### src/sv/sdt_pkg.sv
// Package: record kinds, record type and register defaults of the SDT section parser
package sdt_pkg;

    localparam int unsigned ByteW     = 8;
    localparam int unsigned CfgIndexW = 1;

    localparam logic [ByteW-1:0] ActualTableIdReset = 8'd66;
    localparam logic [ByteW-1:0] OtherTableIdReset  = 8'd70;

    typedef enum logic [CfgIndexW-1:0] {
        CFG_ACTUAL_TABLE_ID = 1'b0,
        CFG_OTHER_TABLE_ID  = 1'b1
    } cfg_index_t;

    typedef enum logic [2:0] {
        KIND_HEADER  = 3'd0,
        KIND_SERVICE = 3'd1,
        KIND_END     = 3'd2,
        KIND_BAD_ID  = 3'd3,
        KIND_SYNTAX  = 3'd4,
        KIND_LENGTH  = 3'd5
    } record_kind_t;

    typedef struct packed {
        record_kind_t record_kind;
        logic [15:0]  first_id;
        logic [15:0]  second_id;
        logic         table_is_other;
        logic [4:0]   version_number;
        logic         current_next;
        logic [7:0]   section_number;
        logic [7:0]   last_section_number;
        logic         eit_schedule;
        logic         eit_present_following;
        logic [2:0]   service_status;
        logic         ca_scrambled;
    } record_t;

endpackage

### src/sv/sdt_section_parser_core.sv
// Top level: DVB service description table section parser
// Throughput: one section byte accepted every cycle while in_stall is low.
// Records are registered: result register, or skid register if out stalls.
// A two-entry output buffer (result register plus skid register) keeps input
// open while one record waits; input stalls only when both entries are full.
// Reset: async active low; parser idle, table ids 66 and 70, buffer empty.
module sdt_section_parser_core (
    input  logic                               clk,
    input  logic                               rst_n,
    input  logic                               cfg_we,
    input  logic [sdt_pkg::CfgIndexW-1:0]      cfg_index,
    input  logic [sdt_pkg::ByteW-1:0]          cfg_data,
    input  logic                               in_valid,
    output logic                               in_stall,
    input  logic [7:0]                         section_byte,
    input  logic                               section_start,
    output logic                               out_valid,
    input  logic                               out_stall,
    output logic [2:0]                         record_kind,
    output logic [15:0]                        first_id,
    output logic [15:0]                        second_id,
    output logic                               table_is_other,
    output logic [4:0]                         version_number,
    output logic                               current_next,
    output logic [7:0]                         section_number,
    output logic [7:0]                         last_section_number,
    output logic                               eit_schedule,
    output logic                               eit_present_following,
    output logic [2:0]                         service_status,
    output logic                               ca_scrambled
);

    typedef enum logic [2:0] {
        PH_IDLE    = 3'd0,
        PH_HEADER  = 3'd1,
        PH_SERVICE = 3'd2,
        PH_SKIP    = 3'd3,
        PH_CRC     = 3'd4
    } phase_t;

    logic [7:0]       actual_id_reg;
    logic [7:0]       other_id_reg;

    phase_t           phase_reg, phase_next;
    logic [3:0]       pos_reg, pos_next;
    logic [11:0]      bytes_left_reg, bytes_left_next;
    logic [11:0]      skip_reg, skip_next;
    logic [55:0]      hdr_reg, hdr_next;
    logic [23:0]      svc_reg, svc_next;
    logic             other_reg, other_next;

    logic             out_valid_reg;
    sdt_pkg::record_t out_rec_reg;
    logic             skid_valid_reg;
    sdt_pkg::record_t skid_rec_reg;

    logic             in_accept;
    logic             out_fire;
    logic             produce;
    sdt_pkg::record_t rec;

    logic [11:0]      bytes_dec;
    logic [11:0]      skip_dec;
    logic [11:0]      skip_full;
    logic             overrun;
    phase_t           after_svc;

    assign in_stall  = skid_valid_reg;
    assign in_accept = in_valid && !skid_valid_reg;
    assign out_fire  = out_valid_reg && !out_stall;

    assign bytes_dec = bytes_left_reg - 12'd1;
    assign skip_dec  = skip_reg - 12'd1;
    assign skip_full = {skip_reg[11:8], section_byte};
    assign overrun   = {1'b0, bytes_dec} < (13'd4 + {1'b0, skip_full});
    assign after_svc = (bytes_dec == 12'd4) ? PH_CRC : PH_SERVICE;

    always_comb
    begin
        phase_next      = phase_reg;
        pos_next        = pos_reg;
        bytes_left_next = bytes_left_reg;
        skip_next       = skip_reg;
        hdr_next        = hdr_reg;
        svc_next        = svc_reg;
        other_next      = other_reg;
        produce         = 1'b0;
        rec             = '0;
        rec.table_is_other = other_reg;

        if (in_accept)
        begin
            if (section_start)
            begin
                if (section_byte == actual_id_reg || section_byte == other_id_reg)
                begin
                    other_next      = (section_byte != actual_id_reg);
                    phase_next      = PH_HEADER;
                    pos_next        = 4'd1;
                    bytes_left_next = '0;
                    skip_next       = '0;
                    hdr_next        = '0;
                    svc_next        = '0;
                end
                else
                begin
                    other_next         = 1'b0;
                    phase_next         = PH_IDLE;
                    produce            = 1'b1;
                    rec.record_kind    = sdt_pkg::KIND_BAD_ID;
                    rec.table_is_other = 1'b0;
                end
            end
            else
            begin
                unique case (phase_reg)
                    PH_HEADER:
                    begin
                        if (pos_reg == 4'd1)
                        begin
                            if (!section_byte[7])
                            begin
                                phase_next      = PH_IDLE;
                                produce         = 1'b1;
                                rec.record_kind = sdt_pkg::KIND_SYNTAX;
                            end
                            else
                            begin
                                bytes_left_next = {section_byte[3:0], 8'd0};
                                pos_next        = 4'd2;
                            end
                        end
                        else if (pos_reg == 4'd2)
                        begin
                            bytes_left_next = {bytes_left_reg[11:8], section_byte};
                            if ({bytes_left_reg[11:8], section_byte} < 12'd12)
                            begin
                                phase_next      = PH_IDLE;
                                produce         = 1'b1;
                                rec.record_kind = sdt_pkg::KIND_LENGTH;
                            end
                            else
                            begin
                                pos_next = 4'd3;
                            end
                        end
                        else
                        begin
                            bytes_left_next = bytes_dec;
                            if (pos_reg < 4'd10)
                            begin
                                hdr_next = {hdr_reg[47:0], section_byte};
                                pos_next = pos_reg + 4'd1;
                            end
                            else
                            begin
                                produce                 = 1'b1;
                                rec.record_kind         = sdt_pkg::KIND_HEADER;
                                rec.first_id            = hdr_reg[55:40];
                                rec.second_id           = hdr_reg[15:0];
                                rec.version_number      = hdr_reg[37:33];
                                rec.current_next        = hdr_reg[32];
                                rec.section_number      = hdr_reg[31:24];
                                rec.last_section_number = hdr_reg[23:16];
                                phase_next              = after_svc;
                                pos_next                = 4'd0;
                            end
                        end
                    end
                    PH_SERVICE:
                    begin
                        bytes_left_next = bytes_dec;
                        unique case (pos_reg)
                            4'd0:
                            begin
                                svc_next = {section_byte, 16'd0};
                                pos_next = 4'd1;
                            end
                            4'd1:
                            begin
                                svc_next = {svc_reg[23:16], section_byte, svc_reg[7:0]};
                                pos_next = 4'd2;
                            end
                            4'd2:
                            begin
                                svc_next = {svc_reg[23:8], section_byte[1:0], 6'd0};
                                pos_next = 4'd3;
                            end
                            4'd3:
                            begin
                                svc_next  = {svc_reg[23:6], section_byte[7:4], svc_reg[1:0]};
                                skip_next = {section_byte[3:0], 8'd0};
                                pos_next  = 4'd4;
                            end
                            default:
                            begin
                                skip_next = skip_full;
                                produce   = 1'b1;
                                if (overrun)
                                begin
                                    phase_next      = PH_IDLE;
                                    rec.record_kind = sdt_pkg::KIND_LENGTH;
                                end
                                else
                                begin
                                    rec.record_kind           = sdt_pkg::KIND_SERVICE;
                                    rec.first_id              = svc_reg[23:8];
                                    rec.second_id             = {4'd0, skip_full};
                                    rec.eit_schedule          = svc_reg[7];
                                    rec.eit_present_following = svc_reg[6];
                                    rec.service_status        = svc_reg[5:3];
                                    rec.ca_scrambled          = svc_reg[2];
                                    phase_next = (skip_full != 12'd0) ? PH_SKIP : after_svc;
                                    pos_next   = 4'd0;
                                end
                            end
                        endcase
                    end
                    PH_SKIP:
                    begin
                        bytes_left_next = bytes_dec;
                        skip_next       = skip_dec;
                        if (skip_dec == 12'd0)
                        begin
                            phase_next = after_svc;
                            pos_next   = 4'd0;
                        end
                    end
                    PH_CRC:
                    begin
                        bytes_left_next = bytes_dec;
                        if (bytes_dec == 12'd0)
                        begin
                            phase_next      = PH_IDLE;
                            produce         = 1'b1;
                            rec.record_kind = sdt_pkg::KIND_END;
                        end
                    end
                    default:
                    begin
                    end
                endcase
            end
        end
    end

    always_ff @(posedge clk or negedge rst_n)
    begin
        if (!rst_n)
        begin
            actual_id_reg <= sdt_pkg::ActualTableIdReset;
            other_id_reg  <= sdt_pkg::OtherTableIdReset;
        end
        else if (cfg_we)
        begin
            unique case (sdt_pkg::cfg_index_t'(cfg_index))
                sdt_pkg::CFG_ACTUAL_TABLE_ID: actual_id_reg <= cfg_data;
                sdt_pkg::CFG_OTHER_TABLE_ID:  other_id_reg  <= cfg_data;
                default:
                begin
                end
            endcase
        end
    end

    always_ff @(posedge clk or negedge rst_n)
    begin
        if (!rst_n)
        begin
            phase_reg      <= PH_IDLE;
            pos_reg        <= '0;
            bytes_left_reg <= '0;
            skip_reg       <= '0;
            hdr_reg        <= '0;
            svc_reg        <= '0;
            other_reg      <= 1'b0;
            out_valid_reg  <= 1'b0;
            out_rec_reg    <= '0;
            skid_valid_reg <= 1'b0;
            skid_rec_reg   <= '0;
        end
        else
        begin
            phase_reg      <= phase_next;
            pos_reg        <= pos_next;
            bytes_left_reg <= bytes_left_next;
            skip_reg       <= skip_next;
            hdr_reg        <= hdr_next;
            svc_reg        <= svc_next;
            other_reg      <= other_next;
            if (!out_valid_reg || out_fire)
            begin
                out_valid_reg  <= skid_valid_reg || produce;
                out_rec_reg    <= skid_valid_reg ? skid_rec_reg : rec;
                skid_valid_reg <= 1'b0;
            end
            else if (produce)
            begin
                skid_valid_reg <= 1'b1;
                skid_rec_reg   <= rec;
            end
        end
    end

    assign out_valid             = out_valid_reg;
    assign record_kind           = out_rec_reg.record_kind;
    assign first_id              = out_rec_reg.first_id;
    assign second_id             = out_rec_reg.second_id;
    assign table_is_other        = out_rec_reg.table_is_other;
    assign version_number        = out_rec_reg.version_number;
    assign current_next          = out_rec_reg.current_next;
    assign section_number        = out_rec_reg.section_number;
    assign last_section_number   = out_rec_reg.last_section_number;
    assign eit_schedule          = out_rec_reg.eit_schedule;
    assign eit_present_following = out_rec_reg.eit_present_following;
    assign service_status        = out_rec_reg.service_status;
    assign ca_scrambled          = out_rec_reg.ca_scrambled;

endmodule

### config.mk
export PLATFORM = sky130hd
export DESIGN_NAME = sdt_section_parser_core
export DESIGN_NICKNAME = d
export VERILOG_FILES = /design/src/sv/sdt_pkg.sv /design/src/sv/sdt_section_parser_core.sv
export SDC_FILE = /design/constraint.sdc
export NUM_CORES = 1
export LEC_CHECK = 0
export ABC_AREA = 1
export BUFFER_PORTS_ARGS = -buffer_cell sky130_fd_sc_hd__buf_2
export CORE_MARGIN = 4
export CORE_UTILIZATION = 60
export DETAILED_ROUTE_END_ITERATION = 10
export GPL_ROUTABILITY_DRIVEN = 0
export PLACE_DENSITY = 0.79
export SLEW_MARGIN = 20
export SYNTH_ARGS = -nofsm -noshare
export SYNTH_HDL_FRONTEND = slang
export SYNTH_SLANG_ARGS = --single-unit
### constraint.sdc
create_clock -name clk -period 3.55 [get_ports clk]
set_input_delay 0.1775 -clock clk [delete_from_list [all_inputs] [get_ports clk]]
set_output_delay 0.1775 -clock clk [all_outputs]
set_load 0.05 [all_outputs]
==> impl_metrics.tcl <==
set metrics [dict create \
    path_buf_inv 4 \
    cp_cell_sequence "inv_1 -> ha_1 -> nand2_1 -> nor2_1 -> nand2_1 -> nand2_2 -> inv_1 -> ha_1 -> nand2_1 -> inv_1 -> nand4_1 -> nand3b_1 -> nand2_1 -> buf_4 -> nand2_1 -> o21ai_0 -> nand2_1 -> o21ai_0" \
    vias_per_cell 5.74 \
    drt-initial-drc-count 1152 \
    hold_violations 0 \
    met1_usage 0.389 \
    min_path_type "primary input to flip-flop" \
    setup_viol 0 \
    async_reset_ff_frac 1.00 \
    synth_top_cells_by_count "431 x nand2_1, 251 x dfrtp_1, 195 x o21ai_0" \
    cts_tree "yes" \
    yosysTopAreaCellShare 0.486 \
    syn_nets 1694 \
    max_freq_mhz 327 \
    die_w_um 155 \
    min_period_over_period 0.862 \
    cts-root-buf "clkbuf_16" \
    ys_top_cells_by_area "dfrtp_1 49%, nand2_1 13%, o21ai_0 7.5%, nor2_1 5.3%, inv_1 4.5%" \
    track_usage 0.282 \
    yosys_warnings 0 \
    grt_max_degree 110 \
    power_frac_seq 0.346 \
    start_util 0.613 \
    finalPower_w 0.0111 \
    yosysSeqAreaShare 0.496 \
    grt_overflow 0 \
    max-vdd-ir-drop_mv 0.670 \
    cts_inserted_buffers 26 \
    critical-path-top-delay-family "simple AND/OR/NAND/NOR gates" \
    cpPeakStageDelay_ns 0.41 \
    synth_top_area_cell "dfrtp_1" \
    netlist_area_sq_um 12900 \
    p_int_w 0.00639 \
    clockBufferDepth 3 \
    diodes 0 \
    boundaryPins 89 \
    grtUsageMet3 0.0490 \
    synth.most_common_cell "nand2_1" \
    synth_cell_types 48 \
    antenna_found_initial 0 \
    die-area_sq_um 24000 \
    status "complete, no violations" \
    net-switching-power_w 0.00474 \
    drv_cap 0 \
    relSlewSlack 0.272 \
    synthFlopType "dfrtp_1" \
    ant_nets 0 \
    htree_levels 1 \
    cp_max_fo 9 \
    clock_skew_ns 0.0144 \
    path_class "flip-flop to flip-flop" \
    p_leak_nw 6.97 \
    portBuffers 88 \
    synth-seq-cells 256 \
    synth_edf_count 0 \
    path_clk_slew_ns 0.07 \
    drtPass1Iterations 6 \
    start_kind "flip-flop" \
    grt_setup_unrepaired "false" \
    largest_register_ff_count 64 \
    powerDensity_nw_per_um2 765 \
    wirelength_mm 33.4 \
    dpl.hpwl_mm 23.2 \
    slowest_stage "dfrtp_1" \
    crit_path_end_kind "flip-flop" \
    final_nets 1758 \
    top_usage_layer "met2" \
    rows 53 \
    drive_gt1_frac 0.108 \
    clock-sinks 256 \
    p_sw_frac 0.426 \
    avgSynthCellArea_sq_um 7.84 \
    cp.required_ns 3.99 \
    cpMostUsedCell "nand2_1" \
    drv_slew 0 \
    use_met2 0.448 \
    core_sq_um 21100 \
    postSynthCellCount 1650 \
    nFillCells 1667 \
    grt_pass1_wl_mm 55.7 \
    drc 0 \
    wire_per_inst_um 16.6 \
    crit_arrival_ns 3.50 \
    dieHeight_um 155 \
    clkPwrFrac 0.254 \
    tightest_slew_ns 1.09 \
    multi_input_area_sq_um 5560 \
    num_vias 11500 \
    period_minus_slack_ns 3.06 \
    final.setup.tns_ns 0 \
    combPwrFrac 0.400 \
    areaGrowthSynthToFinish_pct 12.5 \
    first_global_vias 11200 \
    regArea_sq_um 6410 \
    clk_latency_ns 0.53 \
    cts_resized 0 \
]
==> logic make-up after synthesis <==
kind of cell / share of synthesized area
simple gates: 0.243
fa+ha+maj: 0.0203
xor+xnor: 0.0169
buf+inv: 0.0752
flops: 0.496
compound gates: 0.149
==> path summary, 6_finish.rpt <==
| path | slack (ns) | from | to | depth (start not counted) |
|---|---|---|---|---|
| setup / recovery | 0.49 | bytes_left_reg[0]$_DFFE_PN0P_ | skid_rec_reg[53]$_DFFE_PN0P_ | 18 |
| hold reg to reg | 0.49 | skid_rec_reg[49]$_DFFE_PN0P_ | skid_rec_reg[49]$_DFFE_PN0P_ | 2 |
| setup reg to reg | 0.49 | bytes_left_reg[0]$_DFFE_PN0P_ | skid_rec_reg[53]$_DFFE_PN0P_ | 18 |
| min in group asynchronous | 0.30 | rst_n | first_id[10]$_DFFE_PN0N_ | 2 |
| hold / removal | 0.08 | section_byte[0] | svc_reg[6]$_DFFE_PN0P_ | 3 |
| max in group asynchronous | 2.30 | rst_n | skid_rec_reg[18]$_DFFE_PN0P_ | 3 |
==> stage by stage <==
step	utilization	area (sq um)	hold WS, ns	setup WS, ns	cells
after CTS	0.690	14600	0.0710	0.523	2008
after global routing	0.690	14600	0.0803	0.124	2008
after detailed placement	0.644	13600	0.308	0.474	1952
after global placement	0.644	13600	0.310	0.649	1952
final	0.690	14600	0.0833	0.489	2008
after floorplan	-	12900	-0.118	0.706	1650
==> tightest hold or removal path, stage by stage <==
cell and delay (ns):
buf_2 0.18, nand2_1 0.11, o21ai_0 0.09
==> metal layers <==
layer | part of all wire | routed length [um] | up-vias
met1 | 0.42 | 14000 | 5447
met4 | 0.040 | 1350 | 0
met3 | 0.074 | 2480 | 102
met5 | 0 | 0 | -
li1 | - | - | 5527
met2 | 0.47 | 15500 | 451
==> placed cells by master (no fill, tap or decap), drive strengths merged <==
cell type    count
ha              21
and2             1
or2              3
nor3b            1
a21o             1
o21bai           1
nand4           13
nand3           98
inv            161
clkinv           5
o41ai            1
o22ai            6
and3             1
bufinv           3
a31oi           64
o31ai            5
nor3            14
dfstp            5
dfrtp          251
a211oi           1
a22o             1
a21oi           16
nor4b            1
buf            109
dlygate4sd3      9
o211ai          13
clkinvlp         2
a32o             1
clkbuf          37
o21ai          232
nand2          434
o32ai            1
o21a             5
xor2            19
nor2           189
nand3b           2
xnor2            6
==> repair_timing <==
action | CTS | global route
hold buffers | 9 | 0
hold endpoints to repair | 122 | 0
setup buffers | 0 | 0
==> power by group through the flow <==
stage,clock [W],combinational [W],sequential (W)
6_report,0.00283,0.00446,0.00385
5_1_grt,0.00298,0.00493,0.00393
4_1_cts,0.00285,0.00440,0.00385
3_5_place_dp,0,0.00436,0.00389
3_3_place_gp,0,0.00427,0.00387
2_1_floorplan,0,0.00271,0.00430
==> cell type report <==
| cell class | count | area share |
|---|---|---|
| inverter | 161 | 0.0415 |
| sequential | 256 | 0.441 |
| clock inverter | 10 | 0.00946 |
| multi-input combinational | 1151 | 0.382 |
| timing repair buffer | 118 | 0.0514 |
| clock buffer | 37 | 0.0511 |
| tap | 275 | 0.0236 |
No activity file was read; power rests on OpenSTA's default activity.
